## config.mk

```make
export PLATFORM = sky130hd
export DESIGN_NAME = vrf_sin
export DESIGN_NICKNAME = d
export VERILOG_FILES = /design/src/rtl/vrf_pkg.sv /design/src/rtl/vrf_sin.sv
export SDC_FILE = /design/constraint.sdc
export NUM_CORES = 2
export LEC_CHECK = 0
export BUFFER_PORTS_ARGS = -buffer_cell sky130_fd_sc_hd__buf_4
export CORE_AREA = 2 2 246 248
export DETAILED_ROUTE_END_ITERATION = 10
export DIE_AREA = 0 0 248 250
export GPL_TIMING_DRIVEN = 0
export PLACE_DENSITY = 0.81
export SYNTH_ARGS = -nofsm -noshare
export SYNTH_HDL_FRONTEND = slang
export SYNTH_SLANG_ARGS = --single-unit
```

## constraint.sdc

```tcl
create_clock -name i_clk -period 31.2 [get_ports i_clk]
set_clock_uncertainty 0.2 [all_clocks]
set_input_delay 1.56 -clock i_clk [delete_from_list [all_inputs] [get_ports i_clk]]
set_output_delay 1.56 -clock i_clk [all_outputs]
set_load 0.02 [all_outputs]
```

## src/rtl/vrf_pkg.sv

```systemverilog
// Shared types, constants and rounding helper for the vector rotation pipeline.
// No dependencies.
package vrf_pkg;

    localparam int NSTG = 7;

    typedef logic signed [31:0] t_word;
    typedef logic signed [15:0] t_ang_in;
    typedef logic signed [14:0] t_ang;
    typedef logic signed [16:0] t_trig;

    typedef struct packed {
        logic [1:0] rot;
        logic [3:0] sin;
        logic       wrap;
    } t_stage_en;

    localparam logic signed [16:0] ANG_PI      = 17'sd12868;
    localparam logic signed [16:0] ANG_TWO_PI  = 17'sd25736;
    localparam logic signed [16:0] ANG_HALF_PI = 17'sd6434;

    localparam logic signed [15:0] K_LIN = 16'sd20861;
    localparam logic [12:0]        K_SQR = 13'd6640;
    localparam logic signed [12:0] K_FIX = 13'sd3686;

    localparam logic signed [63:0] SAT_MAX = 64'sd2147483647;
    localparam logic signed [63:0] SAT_MIN = -64'sd2147483648;

    // arithmetic right shift, round to nearest, ties away from zero
    function automatic logic signed [63:0] rnd_shr(input logic signed [63:0] v,
                                                  input int unsigned n);
        logic signed [63:0] h;
        h = 64'sd1 <<< (n - 1);
        if (v < 0) begin
            h = h - 64'sd1;
        end
        return (v + h) >>> n;
    endfunction

endpackage

```

## src/rtl/vrf_sin.sv

```systemverilog
// Four-stage parabolic sine kernel with correction term, Q3.12 in, Q1.14 out.
// Depends on vrf_pkg.
module vrf_sin (
    input  logic          i_clk,
    input  logic [3:0]    i_en,
    input  vrf_pkg::t_ang i_ang,
    output vrf_pkg::t_trig o_val
);
    import vrf_pkg::*;

    logic signed [30:0] lin_p;
    logic signed [29:0] aa_p;
    logic signed [63:0] t1;
    logic signed [17:0] r_lin;
    logic [27:0]        r_aa;
    logic               r_neg;

    logic [40:0]        sq_p, sq_r;
    logic [16:0]        sqr;
    logic signed [18:0] s_w;
    t_trig              r_s;

    logic [16:0]        abs_s;
    logic signed [34:0] p;
    logic signed [63:0] t3;
    logic signed [21:0] d_w;
    logic signed [17:0] r_d;
    t_trig              r_s3;

    logic signed [30:0] m;
    logic signed [63:0] t4;
    logic signed [18:0] res;
    t_trig              r_out;

    always_comb begin
        lin_p = 31'(K_LIN) * 31'(i_ang);
        aa_p  = 30'(i_ang) * 30'(i_ang);
        t1    = rnd_shr(64'(lin_p), 12);
    end

    always_ff @(posedge i_clk) begin
        if (i_en[0]) begin
            r_lin <= t1[17:0];
            r_aa  <= aa_p[27:0];
            r_neg <= i_ang[14];
        end
    end

    always_comb begin
        sq_p = 41'(K_SQR) * 41'(r_aa);
        sq_r = sq_p + (41'd1 << 23);
        sqr  = sq_r[40:24];
        if (r_neg) begin
            s_w = 19'(r_lin) + $signed({2'b00, sqr});
        end else begin
            s_w = 19'(r_lin) - $signed({2'b00, sqr});
        end
    end

    always_ff @(posedge i_clk) begin
        if (i_en[1]) begin
            r_s <= s_w[16:0];
        end
    end

    always_comb begin
        abs_s = r_s[16] ? 17'(-r_s) : 17'(r_s);
        p     = 35'(r_s) * $signed({18'd0, abs_s});
        t3    = rnd_shr(64'(p), 14);
        d_w   = t3[21:0] - 22'(r_s);
    end

    always_ff @(posedge i_clk) begin
        if (i_en[2]) begin
            r_d  <= d_w[17:0];
            r_s3 <= r_s;
        end
    end

    always_comb begin
        m   = 31'(K_FIX) * 31'(r_d);
        t4  = rnd_shr(64'(m), 14);
        res = 19'(r_s3) + t4[18:0];
    end

    always_ff @(posedge i_clk) begin
        if (i_en[3]) begin
            r_out <= res[16:0];
        end
    end

    assign o_val = r_out;

endmodule

```

Word level (Yosys, flattened, before mapping)
Cells that the tools add are included.
{"block": "totals", "elab_cells": 29, "regBits": 115, "out_inout_bits": 17, "in_bits": 20}
{"block": "op_classes", "multipliers": 5, "order_cmp": 3, "n_addsub": 9, "muxes": 5}
{"cell": "less-than comparator 31 x 1 -> 1 bit (second input constant)", "count": 2}
{"cell": "adder 41 x 24 -> 41 bit (second input constant)", "count": 1}
{"cell": "multiplier 9 x 28 -> 37 bit (first input constant)", "count": 1}
{"cell": "less-than comparator 35 x 1 -> 1 bit (second input constant)", "count": 1}
{"cell": "multiplier 17 x 18 -> 35 bit", "count": 1}
{"cell": "adder 17 bit", "count": 2}
{"cell": "2-to-1 mux 17 bit", "count": 2}
{"cell": "adder 32 x 15 -> 32 bit", "count": 1}
{"cell": "adder 31 x 15 -> 31 bit", "count": 1}
{"cell": "multiplier 16 x 15 -> 31 bit (first input constant)", "count": 1}
{"cell": "multiplier 12 x 18 -> 30 bit (first input constant)", "count": 1}
{"cell": "adder 29 x 13 -> 29 bit", "count": 1}
{"cell": "multiplier 15 x 15 -> 28 bit", "count": 1}
{"cell": "2-to-1 mux 14 bit", "count": 2}
{"cell": "subtractor 18 bit", "count": 1}
{"cell": "negator 17 bit", "count": 1}
{"cell": "subtractor 17 bit", "count": 1}
{"cell": "2-to-1 mux 12 bit", "count": 1}

Longest topological paths before layout
{"block": "logic_depth", "depth_word": 7, "depth_mapped": 57, "depth_no_buf": 53}

Worst setup path before layout
Ideal clock, no wire load.
{"block": "synth_timing", "kind": "reg-to-reg", "startpoint": "reg r_s[0]", "endpoint": "reg r_d[16] (data pin)", "t_required_ns": 30.741, "stages_incl_launch_ff": 54, "setup_ns": 0.259, "synth_period_minus_slack_ns": 12.395, "slack_ns": 18.805, "n_path_buf": 2, "arrival_ns": 11.936, "path_cell_list": "edfxtp_1 -> clkbuf_1 -> inv_2 -> nand3_1 -> or3_1 -> or3_1 -> or3_1 -> nand2b_1 -> or4_1 -> nand2_1 -> xnor2_1 -> clkbuf_1 -> nand2_1 -> fa_1 -> fa_1 -> inv_1 -> fa_1 -> fa_1 -> [... 18 more ...] -> maj3_1 -> nor2_1 -> xor2_1 -> inv_1 -> fa_1 -> nor2b_1 -> o21ai_0 -> a21boi_0 -> o21ai_0 -> a21boi_0 -> o21ai_0 -> a21boi_0 -> o21ai_0 -> a21boi_0 -> o21ai_0 -> nand2b_1 -> nor4b_1 -> a211o_1"}
{"block": "synth_between", "elab_chain_len": 7}
{"element": "start: declaration", "line": "vrf_sin.sv:21", "source": "t_trig r_s;"}
{"element": "start signal: assignment", "line": "vrf_sin.sv:62", "source": "r_s <= s_w[16:0];"}
{"element": "negator 17 bit", "line": "vrf_sin.sv:67", "source": "abs_s = r_s[16] ? 17'(-r_s) : 17'(r_s);"}
{"element": "2-to-1 mux 17 bit", "line": "vrf_sin.sv:67"}
{"element": "multiplier 17 x 18 -> 35 bit", "line": "vrf_sin.sv:68", "source": "p = 35'(r_s) * $signed({18'd0, abs_s});"}
{"element": "less-than comparator 35 x 1 -> 1 bit", "line": "vrf_pkg.sv:34", "source": "if (v < 0) begin"}
{"element": "2-to-1 mux 14 bit", "line": "vrf_pkg.sv:34"}
{"element": "adder 32 x 15 -> 32 bit", "line": "vrf_pkg.sv:37", "source": "return (v + h) >>> n;"}
{"element": "subtractor 18 bit (*)", "line": "vrf_sin.sv:70", "source": "d_w = t3[21:0] - 22'(r_s);"}
{"element": "via d_w[16]", "line": "vrf_sin.sv:26", "source": "logic signed [21:0] d_w;"}
{"element": "end signal: assignment", "line": "vrf_sin.sv:75", "source": "r_d <= d_w[17:0];"}
{"element": "end: declaration", "line": "vrf_sin.sv:27", "source": "logic signed [17:0] r_d;"}
The timed path passes the listed nets; every way through them passes the cells marked *.
A chain may end at the register's enable or synchronous reset.

Worst setup path after layout
Ends and elaborated chain as after synthesis.

==> results.md <==
| Quantity | Reported |
| --- | --- |
| Total clock buffers created by CTS | 17 |
| Critical path's slowest cell | o311ai_0 |
| Flip-flop cell with the highest count after synthesis | edfxtp_1 |
| XOR/XNOR share of the synthesized area | 0.0623 |
| Placeable core region | 0.0596 mm2 |
| Critical Path Source Type | flop |
| Post-layout instance count excluding filler cells | 4,997 |
| Mean number of vias per cell | 5.66 |
| Via count | 28,300 |
| Slew headroom | 0.216 |
| Post-CTS repair timing setup buffer count | 0 |
| CP endpoint kind | flop |
| CTS clock-pin slew for the worst setup and hold paths | 50 ps |
| Final setup violation count | 0 |
| Mean Syn Cell Area | 9.27 um2 |
| Area share of the largest cell type after synthesis | 0.353 |
| Result of the run | completed |
| Proportion of register bits with asynchronous set or reset after synthesis | 0 |
| Start point of the critical path | r_s[0]$_DFFE_PP_ |
| Global placer's final weighted congestion | 0.991 |
| Number of cells on the worst reg-to-reg path | 51 |
| Vertical die dimension | 250 um |
| Maximum operating frequency | 0.0627 GHz |
| Adder and majority gate portion of the synthesized area | 0.547 |
| Clock root buffer master | clkbuf_16 |
| Cell area after synthesis | 0.0384 mm2 |
| Resized cells post-CTS | 0 |
| Total Negative Setup Slacks | 0 ps |
| Cell count after placement | 4,965 |
| Antenna diode instance count | 0 |
| Port Buffers | 36 |
| Multiplexer area fraction after synthesis | 0.00300 |
| Sum of routed wire length over all layers | 91.2 mm |
| Remaining design rule violation count | 0 |
| Half-perimeter wire length after detailed placement | 78.7 mm |
| Crit path kind | flop to flop |
| Number of antenna-violating nets in the routed design | 0 |
| Cell count after synthesis | 4,135 |
| Wire length of the first global-routing pass | 150 mm |
| Part of the Yosys area used for sequential elements | 0.0893 |
| Number of standard-cell rows in the floorplan | 90 |
| Final Hold Violating Endpoints | 0 |
| Post-Synth Simple-Gate Area | 0.109 |
| Biggest area consumer among synthesized cells | fa_1 |
| Top-Level Pins | 37 |
| CTS tree | done |
| Initial antenna violation count | 1 |
| Final Max Tran Viols | 0 |
| WL per Instance | 18.3 um |
| Number of unique standard cell types used by synthesis | 90 |
| First-pass iteration count of the detailed router | 5 |
| Warning count from the yosys run | 0 |
| CP Data Required Time | 31,170 ps |
| Post-synth EDFFs | 114 |
| GRT Overall Usage | 0.309 |
| Initial cell density of the core | 0.644 |
| Dominant combinational cell family by area after synthesis | adder cells |
| Maximum Capacitance Violations | 0 |
| Crit-path max FO | 10 |
| Slew @ Worst Pin | 1170 ps |
| Fraction of layout instances using a drive strength above 1 | 0.0285 |
| Total gr overflow | 0 |
| NumNets Final | 5,492 |
| FF-to-FF Start | r_s[0]$_DFFE_PP_ |
| Vias in the first global route | 30,000 |
| Drt first-iter violations | 1,975 |
| Origin of the worst min-delay path | r_s[8]$_DFFE_PP_ |
| Hold depth | 0 |
| Max incr delay on CP | 770 ps |
| Flops & latches, synth | 114 |
| CTS H-tree lvls | 4 |
| DIE WIDTH | 248 um |
| Post-synthesis compound-gate area fraction | 0.0817 |
| Number of hold buffers added after CTS | 0 |
| Number of clock sinks | 114 |
| Largest net degree at the start of global routing | 46 |
| Unrepaired setup endpoints after global routing | no |
| Maximum clock path buffer count | 2 |
| Arrival time worst endpoint | 15,920 ps |
| Class of the tightest hold or removal check | flop to flop |
| DIE AREA | 0.0620 mm2 |
| Clock period minus final worst setup slack | 15,950 ps |
| Final cycle utilization of the critical path | 0.511 |
| Clock Latency Late Sink | 440 ps |
| Signed area change from the synthesized netlist to the final layout | 4.98% |
| Most area-consuming cells after synthesis | fa_1 (35%), ha_1 (19%), inv_1 (9.9%) |
-- area by class of cell --
| cell class | instances | area, um2 |
|---|---|---|
| Clock buffer | 18 | 429 |
| Fill cell | 4660 | 19300 |
| Multi-Input combinational cell | 2938 | 30900 |
| Clock inverter | 14 | 188 |
| Timing Repair Buffer | 36 | 270 |
| Inverter | 1026 | 3850 |
| Buffer | 69 | 267 |
| Tap cell | 782 | 978 |
| Sequential cell | 114 | 3420 |
-- cell usage in the layout (no fill, tap or decap), types with 19 or more instances in the layout --
master | netlist | layout
a211oi_1 | 19 | 19
a21o_1 | 61 | 61
a21oi_1 | 144 | 144
a31oi_1 | 22 | 22
and2_1 | 51 | 51
and3_1 | 21 | 21
buf_4 | 0 | 36
clkbuf_1 | 61 | 62
edfxtp_1 | 114 | 114
fa_1 | 677 | 677
ha_1 | 593 | 593
inv_1 | 1013 | 1013
nand2_1 | 294 | 294
nand2b_1 | 30 | 30
nand3_1 | 51 | 51
nand4_1 | 20 | 20
nor2_1 | 271 | 271
nor2b_1 | 28 | 28
nor3_1 | 42 | 42
o21a_1 | 25 | 25
o21ai_0 | 79 | 79
o21bai_1 | 22 | 22
or3_1 | 19 | 19
xnor2_1 | 196 | 196
xor2_1 | 75 | 75
-- metrics by stage --
stage | setup WS [ps] | instance area (um2) | hold slack [ps] | util
2_1_floorplan | 18810 | 38400 | 224 | -
4_1_cts | 15530 | 40300 | 292 | 0.676
3_5_place_dp | 15610 | 39600 | 280 | 0.666
5_1_grt | 14190 | 40300 | 296 | 0.676
3_3_place_gp | 15760 | 39600 | 278 | 0.666
6_report | 15250 | 40300 | 295 | 0.676
-- metal layers --
layer	global-route usage	vias up	share of wire
met4	0.140	2	0.054
met1	0.383	13900	0.39
met5	0	-	0.00012
li1	-	13100	-
met2	0.536	994	0.49
met3	0.0389	268	0.062
-- sequential cells by signal (all words and copies together) (netlist names) --
| signal | flops |
|---|---|
| r_s3 | 17 |
| r_neg | 1 |
| r_lin | 17 |
| r_s | 17 |
| r_d | 18 |
| o_val | 17 |
| r_aa | 27 |
-- cells by family (layout without fill, tap and decap cells) --
logic type	Yosys count	in the layout
adder cells (fa/ha/maj)	1271	1271
buffers and inverters	1095	1163
AND/OR/NAND/NOR	892	892
AO/OA/AOI/OAI	478	478
XOR/XNOR	272	272
flip-flops	114	114
multiplexers	11	11
other	2	14
-- synth_stat cells (3+ instances only) --
library cell,count
nor4b_1,4
nand2_1,294
a21o_1,61
o21a_1,25
or2_2,16
o211a_1,7
buf_2,6
nand2b_1,30
o31ai_1,10
fa_1,677
clkinv_1,11
nand4b_1,4
or3_1,19
edfxtp_1,114
a21oi_1,144
a31oi_1,22
o21bai_1,22
o211ai_1,9
clkbuf_1,61
and2_1,51
a211o_1,10
or4_1,7
xor2_1,75
nor2b_1,28
mux2i_1,7
nor4_1,10
mux2_2,4
inv_1,1013
nor3_2,3
a211oi_1,19
nor3_1,42
o21ai_0,79
xnor2_1,196
a21boi_0,11
nand4_1,20
a221oi_1,3
nand3_1,51
o221ai_1,3
nor2_1,271
and3_1,21
a41oi_1,5
o31a_1,3
o21ai_1,6
ha_1,593
and4_1,5
-- critical path, delay by kind of cell, from the launching register on --
family / cells / cell delay, ps
adder cells (fa/ha/maj): 10 / 4910
AO/OA/AOI/OAI: 17 / 4230
AND/OR/NAND/NOR: 14 / 3470
buffers and inverters: 7 / 1480
XOR/XNOR: 2 / 720
flip-flops: 1 / 500
multiplexers: 1 / 150
-- final timing paths --
check                       to  slack, ps
min          r_s3[8]$_DFFE_PP_        290
max reg2reg  r_d[16]$_DFFE_PP_      15250
min reg2reg  r_s3[8]$_DFFE_PP_        290
max          r_d[16]$_DFFE_PP_      15250
Power is left out: the tool's default activity adds up to more than one toggle a clock period on the data nets, which glitch-free logic cannot reach.
