--- config.mk ---
export PLATFORM = sky130hd
export DESIGN_NAME = vrf_wrap
export DESIGN_NICKNAME = d
export VERILOG_FILES = /design/src/rtl/vrf_pkg.sv /design/src/rtl/vrf_wrap.sv
export SDC_FILE = /design/constraint.sdc
export NUM_CORES = 1
export LEC_CHECK = 0
export BUFFER_PORTS_ARGS = -buffer_cell sky130_fd_sc_hd__clkbuf_2
export CAP_MARGIN = 20
export CORE_ASPECT_RATIO = 0.5
export CORE_MARGIN = 5
export CORE_UTILIZATION = 50
export DETAILED_ROUTE_END_ITERATION = 7
export GPL_ROUTABILITY_DRIVEN = 0
export PLACE_DENSITY_LB_ADDON = 0.12
export REMOVE_ABC_BUFFERS = 1
export SKIP_CTS_REPAIR_TIMING = 1
export SYNTH_ARGS = -nofsm -noshare
export SYNTH_HDL_FRONTEND = slang
export SYNTH_SLANG_ARGS = --single-unit
--- constraint.sdc ---
create_clock -name i_clk -period 17.5 [get_ports i_clk]
set_input_delay 0 -clock i_clk [delete_from_list [all_inputs] [get_ports i_clk]]
set_output_delay 0 -clock i_clk [all_outputs]
set_load 0.02 [all_outputs]
--- src/rtl/vrf_pkg.sv ---
// Shared types, constants and rounding helper for the vector rotation pipeline.
// No dependencies.
package vrf_pkg;

    localparam int NSTG = 7;

    typedef logic signed [31:0] t_word;
    typedef logic signed [15:0] t_ang_in;
    typedef logic signed [14:0] t_ang;
    typedef logic signed [16:0] t_trig;

    typedef struct packed {
        logic [1:0] rot;
        logic [3:0] sin;
        logic       wrap;
    } t_stage_en;

    localparam logic signed [16:0] ANG_PI      = 17'sd12868;
    localparam logic signed [16:0] ANG_TWO_PI  = 17'sd25736;
    localparam logic signed [16:0] ANG_HALF_PI = 17'sd6434;

    localparam logic signed [15:0] K_LIN = 16'sd20861;
    localparam logic [12:0]        K_SQR = 13'd6640;
    localparam logic signed [12:0] K_FIX = 13'sd3686;

    localparam logic signed [63:0] SAT_MAX = 64'sd2147483647;
    localparam logic signed [63:0] SAT_MIN = -64'sd2147483648;

    // arithmetic right shift, round to nearest, ties away from zero
    function automatic logic signed [63:0] rnd_shr(input logic signed [63:0] v,
                                                  input int unsigned n);
        logic signed [63:0] h;
        h = 64'sd1 <<< (n - 1);
        if (v < 0) begin
            h = h - 64'sd1;
        end
        return (v + h) >>> n;
    endfunction

endpackage

--- src/rtl/vrf_wrap.sv ---
// First stage: wraps the angle into -pi..pi and forms the cosine angle.
// Depends on vrf_pkg.
module vrf_wrap (
    input  logic             i_clk,
    input  logic             i_en,
    input  vrf_pkg::t_ang_in i_angle,
    input  vrf_pkg::t_word   i_x,
    input  vrf_pkg::t_word   i_y,
    output vrf_pkg::t_ang    o_ang,
    output vrf_pkg::t_ang    o_cang,
    output vrf_pkg::t_word   o_x,
    output vrf_pkg::t_word   o_y
);
    import vrf_pkg::*;

    logic signed [16:0] w0, w1, w2, w3, w4, c0, c1;
    t_ang  r_ang, r_cang;
    t_word r_x, r_y;

    always_comb begin
        w0 = 17'(i_angle);
        w1 = (w0 < -ANG_PI) ? w0 + ANG_TWO_PI : w0;
        w2 = (w1 < -ANG_PI) ? w1 + ANG_TWO_PI : w1;
        w3 = (w2 > ANG_PI) ? w2 - ANG_TWO_PI : w2;
        w4 = (w3 > ANG_PI) ? w3 - ANG_TWO_PI : w3;
        c0 = w4 + ANG_HALF_PI;
        c1 = (c0 > ANG_PI) ? c0 - ANG_TWO_PI : c0;
    end

    always_ff @(posedge i_clk) begin
        if (i_en) begin
            r_ang  <= w4[14:0];
            r_cang <= c1[14:0];
            r_x    <= i_x;
            r_y    <= i_y;
        end
    end

    assign o_ang  = r_ang;
    assign o_cang = r_cang;
    assign o_x    = r_x;
    assign o_y    = r_y;

endmodule

# Word level (Yosys, flattened, before mapping)
# Cells that the tools add are included.
[classes]
addsub = 6
n_lt_le_gt_ge = 5
mux = 5
[ops]
columns = ["cell", "count"]
rows = [
  ["2-to-1 mux 17 bit", 4],
  ["greater-than comparator 17 x 15 -> 1 bit (second input constant)", 3],
  ["subtractor 17 x 16 -> 17 bit (second input constant)", 2],
  ["adder 16 x 16 -> 17 bit (second input constant)", 1],
  ["adder 17 x 14 -> 17 bit (second input constant)", 1],
  ["adder 17 x 16 -> 17 bit (second input constant)", 1],
  ["less-than comparator 17 x 15 -> 1 bit (second input constant)", 1],
  ["less-than comparator 16 x 15 -> 1 bit (second input constant)", 1],
  ["2-to-1 mux 15 bit", 1],
  ["subtractor 15 x 14 -> 15 bit (second input constant)", 1],
]
[totals]
reg_bits = 94
inputBits = 82
output_inout_bits = 94
word_cells = 20

# Longest topological paths before layout
# Gate-level depths: netlist of run 1.
[depth]
ltp_word = 11
depth_mapped = 47
depth_no_buf = 41

# Least setup slack after synthesis of run 1
# OpenSTA, ideal clock, no wires.
[synth_timing]
path_kind = "input -> register"
start = "in i_angle[4]"
end = "reg r_cang[14] (netlist: o_cang[14]), data pin"
setup_time_ps = 145
arrival_ps = 8133
required_time_ps = 17355
setup_slack_ps = 9222
stages = 42
path_buffers = 5
cell_sequence = "buf_2 -> a41oi_1 -> nor4_2 -> buf_4 -> buf_4 -> nor2_1 -> xnor2_1 -> inv_1 -> ha_1 -> a31oi_1 -> nor2_1 -> o32ai_1 -> a32oi_1 -> ha_1 -> clkbuf_1 -> clkbuf_1 -> xnor2_1 -> inv_1 -> (+6 left out) -> or2_2 -> inv_1 -> ha_1 -> nand2_1 -> o21ai_0 -> o211ai_1 -> mux2i_1 -> o311a_1 -> nor2_4 -> xnor3_1 -> inv_1 -> ha_1 -> and3_1 -> a311o_1 -> a311oi_1 -> o32ai_1 -> or3_1 -> o21ai_1"
[synth_between]
elab_chain_cells = 11
word_cells_on_any_way = 16
cone_classes = "6 x add/sub; 5 x order compare; 5 x mux"
[synth_lines]
columns = ["item", "line_no", "rtl"]
rows = [
  ["start: declaration", "vrf_wrap.sv:6", "input vrf_pkg::t_ang_in i_angle,"],
  ["adder 16 x 16 -> 17 bit or less-than comparator 16 x 15 -> 1 bit (tied branches)", "vrf_wrap.sv:22", "w1 = (w0 < -ANG_PI) ? w0 + ANG_TWO_PI : w0;"],
  ["2-to-1 mux 17 bit (*)", "vrf_wrap.sv:22", ""],
  ["adder 17 x 16 -> 17 bit or less-than comparator 17 x 15 -> 1 bit (tied branches)", "vrf_wrap.sv:23", "w2 = (w1 < -ANG_PI) ? w1 + ANG_TWO_PI : w1;"],
  ["2-to-1 mux 17 bit (*)", "vrf_wrap.sv:23", ""],
  ["subtractor 17 x 16 -> 17 bit or greater-than comparator 17 x 15 -> 1 bit (tied branches)", "vrf_wrap.sv:24", "w3 = (w2 > ANG_PI) ? w2 - ANG_TWO_PI : w2;"],
  ["2-to-1 mux 17 bit (*)", "vrf_wrap.sv:24", ""],
  ["subtractor 17 x 16 -> 17 bit or greater-than comparator 17 x 15 -> 1 bit (tied branches)", "vrf_wrap.sv:25", "w4 = (w3 > ANG_PI) ? w3 - ANG_TWO_PI : w3;"],
  ["2-to-1 mux 17 bit (*)", "vrf_wrap.sv:25", ""],
  ["adder 17 x 14 -> 17 bit (*)", "vrf_wrap.sv:26", "c0 = w4 + ANG_HALF_PI;"],
  ["subtractor 15 x 14 -> 15 bit or greater-than comparator 17 x 15 -> 1 bit (tied branches)", "vrf_wrap.sv:27", "c1 = (c0 > ANG_PI) ? c0 - ANG_TWO_PI : c0;"],
  ["2-to-1 mux 15 bit (*)", "vrf_wrap.sv:27", ""],
  ["net c1[14]", "vrf_wrap.sv:16", "logic signed [16:0] w0, w1, w2, w3, w4, c0, c1;"],
  ["end signal: assignment", "vrf_wrap.sv:33", "r_cang <= c1[14:0];"],
  ["end: declaration", "vrf_wrap.sv:17", "t_ang r_ang, r_cang;"],
]
# The timed path passes the listed nets; every way through them passes the cells marked *.
# A chain may end at the register's enable or synchronous reset.

# Final worst setup path of run 1
[layout_timing]
start = "in i_angle[5]"
end = "reg r_cang[5] (netlist: o_cang[5]), data pin"
# The elaborated chain is that of the path after synthesis.

==> metrics.md, run 1 <==
| Metric | Value |
|---|---|
| Fin. Hold Viols | `0` |
| Die ar. | `16730 um^2` |
| Clock Sinks | `93` |
| CTS H-tree lvls | `3` |
| Top cell type's share of synthesized area | `0.3959` |
| Antenna violations before repair | `0` |
| Core area | `13700 um^2` |
| TritonRoute pass-1 iters | `6` |
| GRT overflow | `0` |
| EDFF count, synth | `93` |
| CTS Buf Count | `9` |
| Starting Density | `0.5149` |
| Fin. max-slew vios | `0` |
| FP Rows | `30` |
| Die W | `178.0 um` |
| Synth cell types | `97` |
| Critical Path End Type | `register` |
| RSZ-0062 raised after global routing | `false` |
| Power, Total | `1.412 mW` |
| Post-DR vias/cell | `6.139` |
| Post-DP HPWL | `16340 um` |
| Nets@finish | `1022` |
| Die Y | `93.99 um` |
| Overall global routing resource usage | `0.2449` |
| CP Class | `in2reg` |
| Clk root buf | `clkbuf_16` |
| Period utilization | `0.5562` |
| Drt wl/cell | `20.61 um` |
| Rel. slew slack | `0.2977` |
| Synth async-reset ratio | `0` |
| Fmax | `0.1027 GHz` |
| Synth area leaders | `edfxtp_1 40%, xnor2_1 4.3%, nand2_1 3.1%, a21oi_1 2.6%, nor2_1 2.3%` |
| Net switching power | `0.6582 mW` |
| Type of origin of the critical path | `input pin` |
| Tmin final | `9734 ps` |
| Max VDD drop | `0.08607 mV` |
| Vias in the first global route | `6014` |
| Dominant cell type by area after synthesis | `edfxtp_1` |
| Antenna Nets Post-Route | `0` |
| Synthesized instance count | `713` |
| Run status | `completed` |
| CP max FO | `20` |
| Via count | `6913` |
| Cell Area, Synth | `7054 um^2` |
| Final Routed Wirelength | `23210 um` |
| Port Buf Inserts | `175` |
| Worst hold path type | `in2reg` |
| Starting DRT DRC Count | `562` |
| Area of the multi-input gates | `3970 um^2` |
| Largest net degree at the start of global routing | `94` |
| Critical-path top delay cell | `or4_1` |
| Sequential area share after synthesis | `0.3959` |
| Number of max-cap violations | `0` |
| Switch share | `0.4660` |
| Internal | `0.7543 mW` |
| Yosys warns | `0` |
| Most used DFF post-synth | `edfxtp_1` |
| First-pass GRT wire length | `33060 um` |
| Clock slew at reported path FFs | `60 ps` |
| Comb power frac | `0.621` |
| Num ports | `176` |
| Power Density | `157.3 nW/um^2` |
| CTS Buffer Depth | `2` |
| Syn Area/Cell | `9.894 um^2` |
| # setup viols final | `0` |
| CTS tree | `done` |
| Layout area overhead | `27.33%` |
| Leakage | `3.563 nW` |
| Fill count | `1066` |
| Fin Setup TNS | `0 ps` |
| #FFs+latches synth | `93` |
| Drt drc | `0` |
| Register Area | `2793 um^2` |
| Diode count | `0` |
| Crit path largest cell delay | `810 ps` |
| Req. time, crit path | `17570 ps` |
| Critical Path AT | `9810 ps` |
| Sequential share of power | `0.231` |
| Transition time at the pin with the least slew margin | `1046 ps` |
| Share of cells above drive strength 1 | `0.2666` |
| Clock share of power | `0.148` |
-- power by group through the flow --
| stage | combinational, mW | clock, mW | sequential, mW |
|---|---|---|---|
| 6_report | 0.877 | 0.209 | 0.327 |
| 5_1_grt | 0.954 | 0.222 | 0.330 |
| 4_1_cts | 0.849 | 0.210 | 0.326 |
| 3_5_place_dp | 0.840 | 0 | 0.331 |
| 3_3_place_gp | 0.827 | 0 | 0.329 |
| 2_1_floorplan | 0.571 | 0 | 0.385 |
-- cell type report --
type / count / area share
Inverter: 19 / 0.007940
Clock buffer: 9 / 0.02507
Timing Repair Buffer: 245 / 0.1769
Clock inverter: 6 / 0.01045
Multi-Input combinational cell: 562 / 0.4420
Tap cell: 192 / 0.02674
Sequential cell: 93 / 0.3109
-- worst max-delay path: cells and delay by family --
| family | cells | cell delay [ps] |
|---|---|---|
| muxes | 1 | 120 |
| AOI/OAI and AO/OA | 16 | 3790 |
| buffers and inverters | 4 | 810 |
| adders and majority gates | 4 | 1350 |
| and+or+nand+nor | 13 | 3330 |
| xor gates and xnor gates | 1 | 390 |
-- flip-flops by register name, summed over array words and instances (netlist names) --
signal and count:
o_x 32, o_ang 15, o_y 32, o_cang 14
-- cells in the mapped netlist (all sizes together) (6+ instances only) --
cell,count
mux2i,6
a31oi,13
a211oi,17
clkbuf,11
nor3,24
nand2,60
nor4,12
buf,28
nand4,9
xor2,12
nand3,31
and2,14
a21o,7
ha,10
o31ai,10
mux2,7
o211ai,12
o311ai,9
or3,6
or4,8
and3,12
o211a,7
a31o,6
edfxtp,93
a21oi,40
xnor2,37
nor2,45
inv,19
o21ai,40
nand2b,10
-- through the flow --
| stage | setup slack, ps | utilization | instance area, um^2 | hold WS [ps] | instances |
|---|---|---|---|---|---|
| 2_1_floorplan | 8805 | - | 6834 | 98.87 | 674 |
| 3_3_place_gp | 7924 | 0.5821 | 7975 | 177.7 | 1044 |
| 3_5_place_dp | 7552 | 0.5821 | 7975 | 178.7 | 1044 |
| 4_1_cts | 7882 | 0.6054 | 8294 | -167.9 | 1059 |
| 5_1_grt | 6843 | 0.6556 | 8982 | 29.79 | 1126 |
| 6_report | 7766 | 0.6556 | 8982 | 32.81 | 1126 |
-- logic make-up after synthesis --
kind of cell | Yosys count | synth area share
multiplexers | 13 | 0.01969
XOR/XNOR | 53 | 0.07804
AO/OA/AOI/OAI | 234 | 0.2533
flip-flops | 93 | 0.3959
buffers and inverters | 58 | 0.04133
adder cells (fa/ha/maj) | 10 | 0.01774
AND/OR/NAND/NOR | 252 | 0.1940
-- placed cells by master (no fill, tap or decap), types with 6 or more instances in the layout --
cell	netlist	routed
o211a_1	6	6
nor3_1	21	21
a21o_1	7	7
or4_1	6	6
a211oi_1	12	12
edfxtp_1	93	93
and3_1	11	11
clkbuf_2	1	174
dlygate4sd3_1	0	66
mux2i_1	6	6
xnor2_1	35	35
nand2_1	59	59
a31oi_1	13	13
nor4_1	7	7
inv_1	19	19
o31ai_1	10	10
o21ai_1	9	9
and2_1	14	14
nor2_1	44	44
nand4_1	9	9
clkbuf_16	0	9
xor2_1	10	10
o21ai_0	30	30
mux2_2	7	7
ha_1	10	10
or3_1	6	6
a21oi_1	37	37
o211ai_1	10	10
nand2b_1	10	10
nand3_1	30	30
-- metal layers --
layer  vias to the layer above  track usage  part of all wire
li1                       3250            -                 -
met1                      3284       0.3210              0.41
met2                       347       0.4313              0.49
met3                        32      0.04624             0.084
met4                         0      0.03923             0.018
met5                         -            0                 0
-- path summary, 6_finish.rpt --
| check | from | end | slack (ps) | cells after the start |
|---|---|---|---|---|
| setup / recovery | i_angle[5] | o_cang[5] | 7770 | 39 |
| hold / removal | i_en | o_ang[5] | 30 | 1 |
Power figures use the tool's default switching activity.
==> run 2: changes to the inputs <==
--- a/config.mk
+++ b/config.mk
@@ -9,7 +9,7 @@
 export CAP_MARGIN = 20
 export CORE_ASPECT_RATIO = 0.5
 export CORE_MARGIN = 5
-export CORE_UTILIZATION = 50
+export CORE_UTILIZATION = 49
 export DETAILED_ROUTE_END_ITERATION = 7
 export GPL_ROUTABILITY_DRIVEN = 0
 export PLACE_DENSITY_LB_ADDON = 0.12
==> constraint.sdc (replaced) <==
create_clock -name i_clk -period 8.1 [get_ports i_clk]
set_input_delay 0 -clock i_clk [delete_from_list [all_inputs] [get_ports i_clk]]
set_output_delay 0 -clock i_clk [all_outputs]
set_load 0.02 [all_outputs]
==> run 2 against run 1 <==
Die area increased by 1.9%. Combinational power grew 140%. Flip-flop and latch count stayed put. Sequential share of layout area fell by 1.6 points. Critical path type unchanged. Critical endpoint is now o_cang[7]. Largest cell class unchanged.
==> metrics.md, run 2 (synthesis results as in run 1) <==
| Metric | Value |
|---|---|
| Via count | `7110 (+2.8%)` |
| Max VDD drop | `0.2379 mV (+180%)` |
| Post-DR vias/cell | `6.000 (-2.3%)` |
| Worst hold path type | `in2reg` |
| Net switching power | `1.501 mW (+130%)` |
| Drt wl/cell | `20.19 um (-2.1%)` |
| Share of cells above drive strength 1 | `0.3256 (+0.05896)` |
| Die ar. | `17040 um^2 (+1.9%)` |
| Clock Sinks | `93 (unchanged)` |
| Period utilization | `0.9279` |
| Post-DP HPWL | `16800 um (+2.8%)` |
| CTS H-tree lvls | `3 (unchanged)` |
| Fin. Hold Viols | `0 (unchanged)` |
| Final Routed Wirelength | `23920 um (+3.1%)` |
| Fill count | `1124 (+5.4%)` |
| Power, Total | `3.185 mW (+130%)` |
| Hold_ws | `28.92 ps (-3.893 ps)` |
| Drt drc | `0 (unchanged)` |
| RSZ-0062 raised after global routing | `false` |
| Power Density | `336.5 nW/um^2 (+110%)` |
| First-pass GRT wire length | `33080 um (about the same)` |
| CTS Buf Count | `9 (unchanged)` |
| Number of max-cap violations | `0 (unchanged)` |
| Switch share | `0.4713 (+0.005312)` |
| Vias in the first global route | `6089 (+1.2%)` |
| Min-delay src | `i_en` |
| Worst slack, placed | `14.70 ps (-7537 ps)` |
| Tmin final | `7516 ps` |
| Die W | `179.7 um (+0.96%)` |
| CP Class | `in2reg` |
| Fmax | `0.1331 GHz` |
| Fin. max-slew vios | `0 (unchanged)` |
| TritonRoute pass-1 iters | `5 (-1)` |
| FP Rows | `31 (+3.3%)` |
| Type of origin of the critical path | `input pin` |
| Layout area overhead | `34.20%` |
| Most frequent cells in the layout | `174 x clkbuf_2, 93 x edfxtp_1, 66 x dlygate4sd3_1` |
| Clock share of power | `0.127 (-0.021)` |
| # setup viols final | `0 (unchanged)` |
| Rel. slew slack | `0.3047 (+0.007016)` |
| Hold path depth | `1 (unchanged)` |
| Critical Path AT | `7570 ps (-2240 ps)` |
| Transition time at the pin with the least slew margin | `1036 ps (-10.45 ps)` |
| Hold Path End | `o_x[22]` |
| Critical-path top delay cell | `or4_1` |
| Final instance area | `9467 um^2 (+5.4%)` |
| Post-Route Utilization | `0.6632 (+0.007603)` |
| Overall global routing resource usage | `0.2382 (-0.006716)` |
| Comb power frac | `0.651 (+0.030)` |
| CP max FO | `8 (-60%)` |
| Num ports | `176 (unchanged)` |
| Most common cell after layout, fill and taps aside | `clkbuf_2` |
| Clk root buf | `clkbuf_16` |
| Critical Path End Type | `register` |
| Internal | `1.684 mW (+120%)` |
| Clock slew at reported path FFs | `70 ps (about the same)` |
| Req. time, crit path | `8150 ps (-9420 ps)` |
| CTS tree | `done` |
| Nets@finish | `1073 (+5.0%)` |
| Largest net degree at the start of global routing | `94 (unchanged)` |
| Most frequent CP cell | `nand2_1` |
| Antenna Nets Post-Route | `0 (unchanged)` |
| Antenna violations before repair | `1 (+1)` |
| Leakage | `3.829 nW (+7.5%)` |
| Die Y | `94.84 um (+0.90%)` |
| Starting Density | `0.4942 (-0.02067)` |
| GRT overflow | `0 (unchanged)` |
| Crit path largest cell delay | `580 ps (-230 ps)` |
| Sequential share of power | `0.222 (-0.009)` |
| Port Buf Inserts | `175 (unchanged)` |
| Run status | `completed` |
| Core area | `14270 um^2 (+4.2%)` |
| Placed Area | `8358 um^2 (+4.8%)` |
| Crit path from | `i_angle[13]` |
| CTS Buffer Depth | `2 (unchanged)` |
| Smallest setup slack after layout | `584.0 ps (-7182 ps)` |
| Starting DRT DRC Count | `568 (+1.1%)` |
[run 2: worst max-delay path by stage]
stage,end,depth (start not counted)
after floorplan,o_cang[14],38
after global placement,o_cang[14],41
after detailed placement,o_cang[14],41
after CTS,o_cang[14],41
after global routing,o_cang[14],40
final,o_cang[7],42
[run 2: layout make-up]
type                       instances  area [um^2]  share of cell area
antenna                            1        2.502           0.0002643
clock buffer                       9        225.2             0.02379
clock inverter                     7        62.56            0.006609
inverter                          19        71.32            0.007534
multi-input combinational        562         4093              0.4323
sequential                        93         2793              0.2950
tap                              198        247.7             0.02617
timing repair buffer             296         1972              0.2083
[run 2: power groups by stage]
| stage | Sequential, mW | Combinational, mW | Clock, mW |
|---|---|---|---|
| floorplan | 0.831 | 1.23 | 0 |
| global placement | 0.710 | 1.86 | 0 |
| detailed placement | 0.714 | 1.88 | 0 |
| CTS | 0.703 | 1.89 | 0.413 |
| global route | 0.714 | 2.25 | 0.438 |
| finish | 0.707 | 2.07 | 0.405 |
[run 2: layer usage]
layer,routed length [um],GRT usage
met2,11730,0.4138
met1,10140,0.3213
met5,0,0
met3,1664,0.03463
met4,380,0.05260
[run 2: metrics by stage]
| stage | instances | TNS [ps] |
|---|---|---|
| after floorplan | 674 | -5992 |
| after global placement | 1100 | 0 |
| after detailed placement | 1100 | 0 |
| after CTS | 1116 | 0 |
| after global routing | 1185 | 0 |
| final | 1185 | 0 |
[run 2: critical path: cells and delay by family]
family / cells / cell delay [ps]
adder cells (fa/ha/maj): 4 / 790
multiplexers: 1 / 130
AND/OR/NAND/NOR: 14 / 2650
AO/OA/AOI/OAI: 15 / 2510
XOR/XNOR: 2 / 650
buffers and inverters: 6 / 810
==> run 3: changes to the inputs <==
--- a/config.mk
+++ b/config.mk
@@ -13,6 +13,7 @@
 export DETAILED_ROUTE_END_ITERATION = 7
 export GPL_ROUTABILITY_DRIVEN = 0
 export PLACE_DENSITY_LB_ADDON = 0.12
+export RECOVER_POWER = 50
 export REMOVE_ABC_BUFFERS = 1
 export SKIP_CTS_REPAIR_TIMING = 1
 export SYNTH_ARGS = -nofsm -noshare
==> run 3 against run 2 <==
The flow now finishes with violations (max-capacitance violations, max-slew violations). Die area unchanged. Core utilization down 0.22 points. Clock-buffer cell count unchanged. Sequential share of layout area up 0.098 points. Wire length up 0.46%. Design area down 0.33%. Maximum frequency about the same. Global-route usage unchanged. Highest routed layer unchanged.
==> metrics.md, run 3 (synthesis results as in run 1) <==
| Metric | Value |
|---|---|
| Area of the multi-input gates | `4093 um^2 (unchanged)` |
| Critical Path End Type | `register` |
| Sequential share of power | `0.222 (about the same)` |
| Clk root buf | `clkbuf_16` |
| Num ports | `176 (unchanged)` |
| Rel. slew slack | `-1.761 (-2.066)` |
| Die ar. | `17040 um^2 (unchanged)` |
| Max VDD drop | `0.2393 mV (+0.57%)` |
| Smallest setup slack after layout | `577.3 ps (-6.728 ps)` |
| Post-DP HPWL | `16800 um (unchanged)` |
| CTS Buffer Depth | `2 (unchanged)` |
| Non-Filler Instances | `1185 (unchanged)` |
| Drt wl/cell | `20.28 um (+0.46%)` |
| Overall global routing resource usage | `0.2382 (unchanged)` |
| Nets@finish | `1073 (unchanged)` |
| Critical-path top delay cell | `or4_1` |
| Antenna Nets Post-Route | `0 (unchanged)` |
| Switch share | `0.4720 (+0.0007351)` |
| Most common cell after layout, fill and taps aside | `clkbuf_2` |
| Clock share of power | `0.127 (about the same)` |
| First-pass GRT wire length | `33080 um (unchanged)` |
| Placed cell count | `1100 (unchanged)` |
| Type of origin of the critical path | `input pin` |
| Final instance area | `9435 um^2 (-0.33%)` |
| Most frequent cells in the layout | `171 x clkbuf_2, 93 x edfxtp_1, 66 x dlygate4sd3_1` |
| CTS Buf Count | `9 (unchanged)` |
| Period utilization | `0.9287 (about the same)` |
| Internal | `1.685 mW (about the same)` |
| Starting Density | `0.4942 (unchanged)` |
| Placed Area | `8358 um^2 (unchanged)` |
| Crit path largest cell delay | `580 ps (about the same)` |
| Req. time, crit path | `8180 ps (+30 ps)` |
| RSZ-0062 raised after global routing | `false` |
| Run status | `finished, violations left` |
| FP Rows | `31 (unchanged)` |
| TritonRoute pass-1 iters | `5 (unchanged)` |
| Die W | `179.7 um (unchanged)` |
| Number of max-cap violations | `1 (+1)` |
| Tmin final | `7523 ps (+6.728 ps)` |
| CTS H-tree lvls | `3 (unchanged)` |
| Antenna violations before repair | `1 (unchanged)` |
| CP max FO | `8 (unchanged)` |
| Failing checks | `max-capacitance violations, max-slew violations` |
| CTS tree | `done` |
| Fmax | `0.1329 GHz (about the same)` |
| Die Y | `94.84 um (unchanged)` |
| Leakage | `3.805 nW (-0.63%)` |
| Share of cells above drive strength 1 | `0.3205 (-0.005071)` |
| Port Buf Inserts | `175 (unchanged)` |
| Comb power frac | `0.650 (about the same)` |
| Fin Setup TNS | `0 ps (unchanged)` |
| Critical Path AT | `7610 ps (+40 ps)` |
| Register Area | `2793 um^2 (unchanged)` |
| Vias in the first global route | `6089 (unchanged)` |
| Fin. max-slew vios | `81 (+81)` |
| Post-DR vias/cell | `6.023 (+0.38%)` |
| CP Class | `in2reg` |
| Fill count | `1130 (+0.53%)` |
| Most frequent CP cell | `nand2_1` |
| Net switching power | `1.506 mW (+0.33%)` |
| Core area | `14270 um^2 (unchanged)` |
| Transition time at the pin with the least slew margin | `4142 ps (+3106 ps)` |
| Worst slack, placed | `14.70 ps (unchanged)` |
| Power Density | `338.2 nW/um^2 (+0.51%)` |
| Fin. Hold Viols | `0 (unchanged)` |
| # setup viols final | `0 (unchanged)` |
| Clock Sinks | `93 (unchanged)` |
| Via count | `7137 (+0.38%)` |
| Largest net degree at the start of global routing | `94 (unchanged)` |
| Drt drc | `0 (unchanged)` |
| Worst hold path type | `in2reg` |
| Post-Route Utilization | `0.6610 (-0.002192)` |
| Final Routed Wirelength | `24030 um (+0.46%)` |
| Starting DRT DRC Count | `595 (+4.8%)` |
| GRT overflow | `0 (unchanged)` |
| Layout area overhead | `33.75%` |
| Clock slew at reported path FFs | `70 ps (about the same)` |
## run 3: changes by cell type in the layout (fill, tap and decap cells not counted)
cell and delta:
buf_16 -1, buf_4 -1, clkbuf_2 -3, clkbuf_1 +4, buf_1 +1
## run 3: worst paths after layout
check | from | to | slack [ps] | cells after the start
worst min-delay path | i_angle[2] | o_ang[2] | 60 | 2
worst max-delay path | i_angle[13] | o_cang[3] | 580 | 41
## run 3: per-layer routing
metal  GRT usage  wire (um)  vias up
met5           0          0        -
met4     0.05260        366        0
met3     0.03463       1653       33
met2      0.4138      11740      358
met1      0.3213      10270     3390
li1            -          -     3356
## run 3: metrics by stage
stage,hold WS [ps],power (mW)
global route,60.33,3.402
CTS,-179.6,3.006
detailed placement,178.7,2.593
floorplan,98.87,2.065
finish,55.18,3.191
global placement,177.6,2.575
## run 3: power by group through the flow
stage                     Clock, mW  Sequential (mW)  Combinational (mW)
after floorplan                   0            0.831                1.23
after global placement            0            0.710                1.86
final                         0.407            0.709                2.08
after global routing          0.438            0.716                2.25
after detailed placement          0            0.714                1.88
after CTS                     0.413            0.703                1.89
## run 3: cell type report
cell class	count	share of cell area
diodes	1	0.0002652
clock inverters	7	0.006630
flip-flops and latches	93	0.2960
repair buffers	296	0.2057
multi-input cells	562	0.4338
inverters	19	0.007559
well taps	198	0.02626
clock buffers	9	0.02387
## run 3: worst max-delay path: cells and delay by family
family / cells / cell delay [ps]
fa+ha+maj: 4 / 830
buf+inv: 5 / 760
xor+xnor: 2 / 660
compound gates: 15 / 2710
mux: 1 / 130
simple gates: 14 / 2490
